--- src/rtl/core/assert_macros.svh ---
// Assertion macros used by the switch matrix scanner controller.
`ifndef ASSERT_MACROS_SVH
`define ASSERT_MACROS_SVH

// Same-cycle implication, checked out of reset.
`define SMSE_ASSERT_IMP(lbl, clk, rst_n, ante, cons, msg) \
  lbl: assert property (@(posedge clk) disable iff (!rst_n) (ante) |-> (cons)) else $error(msg);

// Next-cycle implication, checked out of reset.
`define SMSE_ASSERT_NXT(lbl, clk, rst_n, ante, cons, msg) \
  lbl: assert property (@(posedge clk) disable iff (!rst_n) (ante) |=> (cons)) else $error(msg);

`endif

--- src/rtl/core/smse_pkg.sv ---
// Package: request mode codes and controller/datapath interface types.
package smse_pkg;

  localparam logic [2:0] MODE_SCAN     = 3'd0;
  localparam logic [2:0] MODE_TEST     = 3'd1;
  localparam logic [2:0] MODE_TAKE_R   = 3'd2;
  localparam logic [2:0] MODE_TAKE_F   = 3'd3;
  localparam logic [2:0] MODE_READ_ROW = 3'd4;
  localparam logic [2:0] MODE_TAKE_CHG = 3'd5;
  localparam logic [2:0] MODE_DUMP     = 3'd6;
  localparam logic [2:0] MODE_CLEAR    = 3'd7;

  // Dump reports rows 0..7; this is the final one.
  localparam logic [2:0] DUMP_LAST_ROW = 3'd7;

  typedef struct packed {
    logic       capture;   // latch the incoming request
    logic       fire;      // update state and load the result register
    logic [2:0] dump_row;  // row reported by this dump step
  } smse_cmd_t;

  typedef struct packed {
    logic dump_mode;       // latched request is a dump
  } smse_stat_t;

endpackage

--- src/rtl/core/switch_matrix_scanner_edges.sv ---
// Top level: 8-column switch matrix scanner with sticky edge flags.
// Usage:
//  - Input channel (in_valid/in_ready) carries one request: in_mode selects
//    scan, test switch, take rise, take fall, read row, take changed, dump
//    edges or clear. in_columns is the sampled column byte for scan requests.
//  - Result channel (out_valid/out_ready) returns one result per request,
//    eight for a dump (rows 0..7, out_last on the eighth).
//  - out_row_drive is the one-hot select of the row to sample next; apply it
//    to the matrix and feed the resulting column byte with the next scan.
//  - A request is latched when accepted; the controller then executes it and
//    loads the result register once that register is free. No new request is
//    taken until then. A dump reports one row per cycle, while the result
//    register is free, through the single state read port.
//  - The result register decouples the sides: the controller goes back to
//    idle once a result is loaded and takes the next request while it waits.
//    A stalled receiver holds the result and the next request waits in
//    execute until the register frees up.
//  - Reset (rst_n low, synchronous) clears all switch states, edge flags,
//    the changed flag and the row counter; no result is pending after it.
module switch_matrix_scanner_edges #(
  parameter int ROWS = 8
) (
  input  logic       clk,
  input  logic       rst_n,
  input  logic       in_valid,
  output logic       in_ready,
  input  logic [2:0] in_mode,
  input  logic [7:0] in_columns,
  input  logic [5:0] in_switch_number,
  input  logic [2:0] in_row_index,
  output logic       out_valid,
  input  logic       out_ready,
  output logic [7:0] out_row_drive,
  output logic       out_bit_value,
  output logic [7:0] out_row_byte,
  output logic [7:0] out_rise_byte,
  output logic [7:0] out_fall_byte,
  output logic       out_any_edge,
  output logic       out_last
);
  import smse_pkg::*;

  smse_cmd_t  cmd;
  smse_stat_t stat;

  // handshakes, dump sequencing, result valid
  smse_ctrl u_ctrl (
    .clk       (clk),
    .rst_n     (rst_n),
    .in_valid  (in_valid),
    .in_ready  (in_ready),
    .out_valid (out_valid),
    .out_ready (out_ready),
    .stat      (stat),
    .cmd       (cmd)
  );

  // matrix state and result formation
  smse_dp #(
    .ROWS (ROWS)
  ) u_dp (
    .clk              (clk),
    .rst_n            (rst_n),
    .cmd              (cmd),
    .stat             (stat),
    .in_mode          (in_mode),
    .in_columns       (in_columns),
    .in_switch_number (in_switch_number),
    .in_row_index     (in_row_index),
    .out_row_drive    (out_row_drive),
    .out_bit_value    (out_bit_value),
    .out_row_byte     (out_row_byte),
    .out_rise_byte    (out_rise_byte),
    .out_fall_byte    (out_fall_byte),
    .out_any_edge     (out_any_edge),
    .out_last         (out_last)
  );

endmodule

--- src/rtl/core/smse_ctrl.sv ---
// Controller: request handshake, dump step counter and result valid.
`include "assert_macros.svh"

module smse_ctrl (
  input  logic                  clk,
  input  logic                  rst_n,
  input  logic                  in_valid,
  output logic                  in_ready,
  output logic                  out_valid,
  input  logic                  out_ready,
  input  smse_pkg::smse_stat_t  stat,
  output smse_pkg::smse_cmd_t   cmd
);
  import smse_pkg::*;

  localparam logic ST_IDLE = 1'b0;
  localparam logic ST_EXEC = 1'b1;

  logic       state_r, state_nxt;
  logic [2:0] cnt_r, cnt_nxt;
  logic       out_valid_r, out_valid_nxt;
  logic       out_free;

  assign out_free  = !out_valid_r || out_ready;
  assign in_ready  = (state_r == ST_IDLE);
  assign out_valid = out_valid_r;

  always_comb begin
    state_nxt    = state_r;
    cnt_nxt      = cnt_r;
    cmd.capture  = (state_r == ST_IDLE) && in_valid;
    cmd.fire     = (state_r == ST_EXEC) && out_free;
    cmd.dump_row = cnt_r;
    case (state_r)
      ST_IDLE: begin
        if (in_valid) begin
          state_nxt = ST_EXEC;
        end
      end
      ST_EXEC: begin
        if (out_free) begin
          if (stat.dump_mode && (cnt_r != DUMP_LAST_ROW)) begin
            cnt_nxt = cnt_r + 3'd1;
          end else begin
            cnt_nxt   = 3'd0;
            state_nxt = ST_IDLE;
          end
        end
      end
      default: begin
        state_nxt = ST_IDLE;
        cnt_nxt   = 3'd0;
      end
    endcase
    out_valid_nxt = cmd.fire ? 1'b1 : (out_ready ? 1'b0 : out_valid_r);
  end

  always_ff @(posedge clk) begin
    if (!rst_n) begin
      state_r     <= ST_IDLE;
      cnt_r       <= 3'd0;
      out_valid_r <= 1'b0;
    end else begin
      state_r     <= state_nxt;
      cnt_r       <= cnt_nxt;
      out_valid_r <= out_valid_nxt;
    end
  end

  `SMSE_ASSERT_NXT(a_busy_after_capture, clk, rst_n, in_valid && in_ready, !in_ready, "request accepted but controller stayed idle")
  `SMSE_ASSERT_IMP(a_no_overwrite, clk, rst_n, out_valid_r && !out_ready, !cmd.fire, "pending result overwritten")
  `SMSE_ASSERT_IMP(a_cnt_in_dump, clk, rst_n, cnt_r != 3'd0, (state_r == ST_EXEC) && stat.dump_mode, "dump counter running outside a dump")

endmodule

--- src/rtl/core/smse_dp.sv ---
// Datapath: request latch, switch/edge state, one-row read and result register.
module smse_dp #(
  parameter int ROWS = 8
) (
  input  logic                 clk,
  input  logic                 rst_n,
  input  smse_pkg::smse_cmd_t  cmd,
  output smse_pkg::smse_stat_t stat,
  input  logic [2:0]           in_mode,
  input  logic [7:0]           in_columns,
  input  logic [5:0]           in_switch_number,
  input  logic [2:0]           in_row_index,
  output logic [7:0]           out_row_drive,
  output logic                 out_bit_value,
  output logic [7:0]           out_row_byte,
  output logic [7:0]           out_rise_byte,
  output logic [7:0]           out_fall_byte,
  output logic                 out_any_edge,
  output logic                 out_last
);
  import smse_pkg::*;

  localparam int AW = (ROWS > 1) ? $clog2(ROWS) : 1;

  // latched request
  logic [2:0] mode_r;
  logic [7:0] cols_r;
  logic [5:0] sw_r;
  logic [2:0] ridx_r;

  // state
  logic [AW-1:0] scan_row_r, scan_row_nxt;
  logic [7:0]    states_r [ROWS];
  logic [7:0]    states_nxt [ROWS];
  logic [7:0]    rise_r [ROWS];
  logic [7:0]    rise_nxt [ROWS];
  logic [7:0]    fall_r [ROWS];
  logic [7:0]    fall_nxt [ROWS];
  logic [ROWS-1:0] pend_r, pend_nxt;
  logic          changed_r, changed_nxt;

  // one-row read
  logic [AW-1:0] addr;
  logic          addr_ok;
  logic [7:0]    st, ri, fa, diff, mask, ri_new, fa_new;
  logic [2:0]    col;

  // result
  logic          bitv;
  logic [7:0]    rowb, drive;

  assign stat.dump_mode = (mode_r == MODE_DUMP);
  assign col  = sw_r[2:0];
  assign mask = 8'b1 << col;

  always_comb begin
    addr    = scan_row_r;
    addr_ok = 1'b0;
    case (mode_r)
      MODE_SCAN: begin
        addr    = scan_row_r;
        addr_ok = 1'b1;
      end
      MODE_TEST, MODE_TAKE_R, MODE_TAKE_F: begin
        addr    = AW'(sw_r[5:3]);
        addr_ok = 5'(sw_r[5:3]) < 5'(ROWS);
      end
      MODE_READ_ROW: begin
        addr    = AW'(ridx_r);
        addr_ok = 5'(ridx_r) < 5'(ROWS);
      end
      MODE_DUMP: begin
        addr    = AW'(cmd.dump_row);
        addr_ok = 5'(cmd.dump_row) < 5'(ROWS);
      end
      default: begin
        addr    = scan_row_r;
        addr_ok = 1'b0;
      end
    endcase
  end

  assign st     = addr_ok ? states_r[addr] : 8'd0;
  assign ri     = addr_ok ? rise_r[addr]   : 8'd0;
  assign fa     = addr_ok ? fall_r[addr]   : 8'd0;
  assign diff   = st ^ cols_r;
  assign ri_new = ri | (diff & cols_r);
  assign fa_new = fa | (diff & st);

  always_comb begin
    scan_row_nxt = scan_row_r;
    states_nxt   = states_r;
    rise_nxt     = rise_r;
    fall_nxt     = fall_r;
    pend_nxt     = pend_r;
    changed_nxt  = changed_r;
    bitv         = 1'b0;
    rowb         = 8'd0;
    case (mode_r)
      MODE_SCAN: begin
        states_nxt[addr] = cols_r;
        rise_nxt[addr]   = ri_new;
        fall_nxt[addr]   = fa_new;
        pend_nxt[addr]   = |(ri_new | fa_new);
        if (diff != 8'd0) begin
          changed_nxt = 1'b1;
        end
        scan_row_nxt = (scan_row_r == AW'(ROWS - 1)) ? '0 : scan_row_r + AW'(1);
      end
      MODE_TEST: begin
        bitv = st[col];
      end
      MODE_TAKE_R: begin
        bitv = ri[col];
        if (addr_ok) begin
          rise_nxt[addr] = ri & ~mask;
          pend_nxt[addr] = |((ri & ~mask) | fa);
        end
      end
      MODE_TAKE_F: begin
        bitv = fa[col];
        if (addr_ok) begin
          fall_nxt[addr] = fa & ~mask;
          pend_nxt[addr] = |(ri | (fa & ~mask));
        end
      end
      MODE_READ_ROW: begin
        rowb = st;
      end
      MODE_TAKE_CHG: begin
        bitv        = changed_r;
        changed_nxt = 1'b0;
      end
      MODE_DUMP: begin
        // the edge flags of every row, reported or not, are cleared with the final step
        if (cmd.dump_row == DUMP_LAST_ROW) begin
          for (int i = 0; i < ROWS; i++) begin
            rise_nxt[i] = 8'd0;
            fall_nxt[i] = 8'd0;
          end
          pend_nxt = '0;
        end
      end
      MODE_CLEAR: begin
        scan_row_nxt = '0;
        for (int i = 0; i < ROWS; i++) begin
          states_nxt[i] = 8'd0;
          rise_nxt[i]   = 8'd0;
          fall_nxt[i]   = 8'd0;
        end
        pend_nxt    = '0;
        changed_nxt = 1'b0;
      end
      default: begin
        bitv = 1'b0;
      end
    endcase
  end

  always_comb begin
    for (int i = 0; i < 8; i++) begin
      drive[i] = (5'(scan_row_nxt) == 5'(i));
    end
  end

  always_ff @(posedge clk) begin
    if (cmd.capture) begin
      mode_r <= in_mode;
      cols_r <= in_columns;
      sw_r   <= in_switch_number;
      ridx_r <= in_row_index;
    end
  end

  always_ff @(posedge clk) begin
    if (!rst_n) begin
      scan_row_r <= '0;
      for (int i = 0; i < ROWS; i++) begin
        states_r[i] <= 8'd0;
        rise_r[i]   <= 8'd0;
        fall_r[i]   <= 8'd0;
      end
      pend_r    <= '0;
      changed_r <= 1'b0;
    end else if (cmd.fire) begin
      scan_row_r <= scan_row_nxt;
      states_r   <= states_nxt;
      rise_r     <= rise_nxt;
      fall_r     <= fall_nxt;
      pend_r     <= pend_nxt;
      changed_r  <= changed_nxt;
    end
  end

  always_ff @(posedge clk) begin
    if (cmd.fire) begin
      out_row_drive <= drive;
      out_bit_value <= bitv;
      out_row_byte  <= rowb;
      out_rise_byte <= stat.dump_mode ? ri : 8'd0;
      out_fall_byte <= stat.dump_mode ? fa : 8'd0;
      out_any_edge  <= stat.dump_mode ? 1'b0 : |pend_nxt;
      out_last      <= !stat.dump_mode || (cmd.dump_row == DUMP_LAST_ROW);
    end
  end

endmodule
--- config.mk ---
export PLATFORM = sky130hd
export DESIGN_NAME = switch_matrix_scanner_edges
export DESIGN_NICKNAME = d
export VERILOG_FILES = /design/src/rtl/core/smse_pkg.sv /design/src/rtl/core/switch_matrix_scanner_edges.sv /design/src/rtl/core/smse_ctrl.sv /design/src/rtl/core/smse_dp.sv
export VERILOG_INCLUDE_DIRS = /design/src /design/src/rtl/core
export SDC_FILE = /design/constraint.sdc
export NUM_CORES = 1
export LEC_CHECK = 0
export ABC_CLOCK_PERIOD_IN_PS = 10300
export BUFFER_PORTS_ARGS = -buffer_cell sky130_fd_sc_hd__clkbuf_2
export CAP_MARGIN = 20
export CORE_MARGIN = 4
export CORE_UTILIZATION = 25
export DETAILED_ROUTE_END_ITERATION = 16
export GPL_TIMING_DRIVEN = 0
export SLEW_MARGIN = 10
export SYNTH_ARGS = -nofsm -noshare
export SYNTH_HDL_FRONTEND = slang
export SYNTH_SLANG_ARGS = --single-unit
--- constraint.sdc ---
create_clock -name clk -period 10.3 [get_ports clk]
set_input_delay 0.515 -clock clk [delete_from_list [all_inputs] [get_ports clk]]
set_output_delay 0.515 -clock clk [all_outputs]
set_load 0.005 [all_outputs]
# Yosys cells after proc, flatten, opt, wreduce, memory -nomap -nowiden
# Index checks and enable logic that the tools add are counted.
# totals
regBits,264
inputBits,24
out_inout_bits,37
word_cells,166
# classes
n_addsub,2
magnitude_cmp,5
eq_ne,21
n_shift,1
n_mux,54
bitwise,13
reduce_logical,29
# ops
op,count
$pmux 64 s4,2
$bwmux 64,5
$mux 64,3
$pmux 64 s2,1
$mux 8,13
$bmux 8 s3,3
$or 8x8->8,5
$pmux 8 s5,1
$and 8x8->8,4
$reduce_or 8->1,4
$eq 3x3->1 const B,10
$bwmux 8,3
$demux 8 s3,1
$eq 3x2->1 const B,4
$mux 1,11
$bmux 1 s3,3
$pmux 3 s3,1
$lt 3x4->1 const B,2
$ne 2x1->1 const B,4
$not 8->8,1
$reduce_and 4->1,2
$reduce_bool 4->1,2
$reduce_bool 8->1,1
$shl 1x3->8 const A,1
24 further kinds,38

# Logic depth before layout (Yosys ltp)
# logic_depth
ltp_word,16
ltp_mapped,23

# Modules after synthesis
# From an unflattened synthesis, not the netlist that was laid out.
# hier_totals
hier_cells,1426
hier_area_um2,12758.5
# by_module_without_submodules
mod,instances,cells_per_inst,area_each_um2
smse_dp,1,1400,12493.2
smse_ctrl,1,26,265.3

# Least setup slack after synthesis
# No wires, ideal clock.
# synth_timing
path_type,reg2reg
startpoint,reg u_dp.mode_r[0]
endpoint,reg u_dp.out_any_edge (data pin)
setup_time_ps,265
arrival_ps,4498
t_required_ps,10035
path_slack_ps,5537
stages_incl_launch_ff,22
path_buffers,4
period_less_slack_ps,4763
cell_sequence,edfxtp_1 -> or4_1 -> buf_2 -> and2_4 -> nand2_1 -> clkbuf_1 -> clkbuf_1 -> nand2_1 -> a31oi_1 -> nor2_1 -> a2111o_1 -> ha_1 -> or4_1 -> nor3_1 -> nand4_1 -> nor4_1 -> nand4_1 -> buf_2 -> o31ai_1 -> o211ai_1 -> nor4_1 -> a31oi_1
# synth_via
elab_chain_len,16
word_cells_on_any_way,49
# synth_rtl
item,line,text
"start, declared",smse_dp.sv:26,logic [2:0] mode_r;
"start signal, assigned",smse_dp.sv:168,mode_r <= in_mode;
$eq 3x1->1 or $eq 3x2->1 (tied branches),"smse_dp.sv:59, smse_dp.sv:99",
$reduce_or 3->1,n/a,
$pmux 3 s3,smse_dp.sv:59,case (mode_r)
$not 3->4 (implied by the code),"smse_dp.sv:83, smse_dp.sv:84, smse_dp.sv:85",
$bmux 8 s3,smse_dp.sv:83,assign st = addr_ok ? states_r[addr] : 8'd0;
$mux 8 (implied by the code) (2 in series),smse_dp.sv:83,
$mux 8,smse_dp.sv:83,
$xor 8x8->8,smse_dp.sv:86,assign diff = st ^ cols_r;
"$and 8x8->8, on equally long branches","smse_dp.sv:87, smse_dp.sv:88",
"$or 8x8->8, on equally long branches","smse_dp.sv:87, smse_dp.sv:88",
$or 8x8->8,smse_dp.sv:104,pend_nxt[addr] = |(ri_new | fa_new);
$reduce_or 8->1,smse_dp.sv:104,
$bwmux 8,smse_dp.sv:104,
$pmux 8 s5,smse_dp.sv:99,case (mode_r)
$reduce_or 8->1,smse_dp.sv:202,out_any_edge <= stat.dump_mode ? 1'b0 : |pend_nxt;
"end signal, assigned",smse_dp.sv:202,
"end, declared",smse_dp.sv:18,"output logic out_any_edge,"
# Several ways; a longest one is shown, not always the timed one. The select of a mux whose other input is x is not followed.
# A chain may end at the register's enable or synchronous reset.

# Worst setup path after layout
# layout_timing
startpoint,reg u_dp.scan_row_r[0]
endpoint,reg u_dp.out_any_edge (data pin)
# layout_via
elab_chain_len,14
word_cells_on_any_way,39
# layout_rtl
item,line,text
"start, declared",smse_dp.sv:32,"logic [AW-1:0] scan_row_r, scan_row_nxt;"
"start signal, assigned",smse_dp.sv:186,scan_row_r <= scan_row_nxt;
$pmux 3 s3 *,smse_dp.sv:59,
$not 3->4 (implied by the code),"smse_dp.sv:83, smse_dp.sv:84, smse_dp.sv:85",
$bmux 8 s3,smse_dp.sv:83,
$mux 8 (implied by the code) (2 in series),smse_dp.sv:83,
$mux 8,smse_dp.sv:83,
$xor 8x8->8,smse_dp.sv:86,
"$and 8x8->8, on equally long branches","smse_dp.sv:87, smse_dp.sv:88",
"$or 8x8->8, on equally long branches","smse_dp.sv:87, smse_dp.sv:88",
$or 8x8->8,smse_dp.sv:104,
$reduce_or 8->1,smse_dp.sv:104,
$bwmux 8,smse_dp.sv:104,
$pmux 8 s5 *,smse_dp.sv:99,
$reduce_or 8->1 *,smse_dp.sv:202,
# Every way passes the cells marked *; elsewhere a longest branch is shown, timed or not. The select of a mux whose other input is x is not followed.

==> flow_summary.yaml <==
outcome:
  run_status: "finished clean"
sta:
  hold_viol_final: 0
  grt_setup_unrepaired: "false"
  worst_pin_slew_ns: 1.27
  timing.final.crit_share_pct: 61.3
  maxSlewHeadroom_pct: 14.8
  fmax_ghz: 0.158
  fin_crit_ns: 6.32
  setup_viol_count_final: 0
  drv_slew: 0
  tns_ns: 0
  fin_ws_ns: 3.98
  finalClockSkew_ns: 0.0257
clock_tree:
  hold_buffers: 0
  h-tree-depth: 1
  clock_path_buffers: 3
  cts_tree: "built"
  cts.reportedPaths.clkPinSlew_ns: 0.07
  root_buffer: "clkbuf_16"
  clock_latency_ns: 0.58
  cts_buffers: 30
  cts-resized-gates: 0
  cts_setup_buffers: 0
  cts_sinks: 264
finish:
  drive_above_1_share_pct: 11.3
  fill_cells: 5518
  layout_common_cells: "nor2_1 (280), dfxtp_1 (209), a22oi_1 (177), nand2_1 (122)"
  areaGrowthSynthToFinish_pct: 17.6
  final_common_cell: "nor2_1"
  final_nets: 1652
floorplan:
  coreArea_um2: 51300
  row_count: 83
  dieWidth_um: 236
  dieHeight_um: 236
  dieArea_um2: 55500
  initial_utilization_pct: 25.2
  pin_count: 61
global_routing:
  grt_overflow: 0
  grt_pass1_wl_um: 81500
  grt_max_degree: 36
  grt_pass1_vias: 12500
  antenna_found_initial: 2
  track_usage_pct: 18.9
yosys:
  synthesis.area_um2: 12900
  syn_avg_cell_area_um2: 8.58
  synth_nets: 1553
  synthArstFlopShare_pct: 0
  ys_warn_count: 0
  yosys.area.top_type_share_pct: 32.3
  synth_edf_count: 55
  ys_seq_area_share_pct: 45.1
  synth_flop_cell: "dfxtp_1"
  ys_top_cells_by_area: "dfxtp_1 (32%), edfxtp_1 (13%), a22oi_1 (10%), nor2_1 (8.1%), nand2_1 (3.5%)"
  ys_ff_latch: 264
  synthCells: 1509
  synth.distinct_cells: 84
  synth_largest_area_cell: "dfxtp_1"
critical_path:
  critical_path_arrival_ns: 6.63
  cp_top_family: "simple AND/OR/NAND/NOR gates"
  worstPathMaxFanout: 10
  path_class: "flip-flop to flip-flop"
  r2r_setup_slack_ns: 3.98
  cp.required_ns: 10.62
  crit_path_end_kind: "flip-flop"
  worst_setup_path_start_kind: "flip-flop"
  crit_slowest_cell: "clkbuf_1"
  path_buf_inv: 4
  cp_slowest_stage_delay_ns: 0.59
  path_cells: "or4_1 > buf_2 > and2_4 > nand2_1 > clkbuf_1 > clkbuf_1 > nand2_1 > a31oi_1 > nor2_1 > a2111o_1 > ha_1 > or4_1 > nor3_1 > nand4_1 > nor4_1 > nand4_1 > buf_2 > o31ai_1 > o211ai_1 > nor4_1 > a31oi_1"
pwr:
  fin_total_pwr_w: 0.00277
  p_per_area_nw_per_um2: 182
  p_leak_nw: 5.19
  ir_worst_vdd_v: 0.000114
run:
  max_cap_violations: 0
drt:
  num_vias: 13200
  dr.pass1.iters: 6
  drt_iter0_drc: 1854
  ant_nets: 0
  drt-wirelength-per-cell_um: 23.9
  drc: 0
  wl_um: 55300
  vias_per_cell: 5.72
place:
  dp_hpwl_um: 40800
  io_buffers: 60
  place.gp.congestion: 1.04
  dp_slack_ns: 4.13
worst_hold_path:
  hold_path_class: "primary input to flip-flop"
[per-stage QoR]
step	cells	instance area, um^2	utilization (%)	hold WS [ns]
after detailed placement	2254	14200	27.7	0.446
after global routing	2311	15200	29.7	0.0896
final	2312	15200	29.7	0.112
after CTS	2309	15200	29.6	0.0895
after global placement	2249	14100	27.5	0.440
after floorplan	1509	12900	-	0.432
[cells in the mapped netlist (5+ instances only)]
library cell  count
nor2_1          280
dfxtp_1         209
a22oi_1         177
nand2_1         122
a21oi_1          71
clkbuf_1         66
o21ai_0          65
edfxtp_1         55
nand3_1          55
inv_1            28
nor3_1           23
o21ai_1          23
o22ai_1          22
ha_1             20
nor4_1           20
a31oi_1          18
buf_2            18
and2_1           15
a211oi_1         11
a21o_1           10
nand4_1          10
a2111oi_0         9
a311oi_1          8
o21a_1            8
buf_1             7
mux2_2            7
nor2b_1           7
o211ai_1          7
o32ai_1           7
and3_1            6
buf_4             6
mux2i_1           6
nand3b_1          6
nand2b_1          5
o21bai_1          5
o221ai_1          5
o22a_1            5
o31ai_1           5
or3_1             5
[area by class of cell]
type	count	area, um^2	area share (%)
well taps	680	851	5.59
flip-flops and latches	264	5840	38.3
clock inverters	14	136	0.896
clock buffers	41	875	5.75
diodes	1	2.50	0.0164
plain buffers	100	444	2.92
inverters	30	113	0.740
multi-input cells	1115	6610	43.4
repair buffers	67	358	2.35
[power by group]
group	total [W]	leakage, nW	switching (W)	internal (W)
clock	0.00109	0.489	0.000448	0.000643
sequential	0.00110	2.23	0.0000154	0.00108
combinational	0.000585	2.48	0.000430	0.000155
[cell families after synthesis]
family	count (synthesis)	share of synthesized area, %
simple gates	571	19.5
mux	17	1.77
fa+ha+maj	20	1.93
buf+inv	130	4.29
flops	264	45.1
compound gates	507	27.4
[state kept, by name, summed over array words and instances (netlist names), 6 cells and up]
register	count
u_dp.out_row_byte	8
u_dp.out_fall_byte	8
u_dp.states_r	64
u_dp.cols_r	8
u_dp.rise_r	64
u_dp.fall_r	64
u_dp.out_rise_byte	8
u_dp.out_row_drive	8
u_dp.sw_r	6
u_dp.pend_r	8
[final timing paths]
kind	start	endpoint	cells after the start
max reg2reg	u_dp.scan_row_r[0]	u_dp.out_any_edge	21
min reg2reg	u_dp.pend_r[1]	u_dp.pend_r[1]	2
max	u_dp.scan_row_r[0]	u_dp.out_any_edge	21
min	in_columns[6]	u_dp.cols_r[6]	1
[layer usage]
| layer | part of all wire (%) | track usage [%] |
|---|---|---|
| met5 | 0 | 0 |
| met4 | 6.2 | 10.2 |
| met3 | 9.4 | 3.43 |
| met2 | 44 | 29.7 |
| met1 | 40 | 24.6 |
Power figures use the tool's default switching activity.
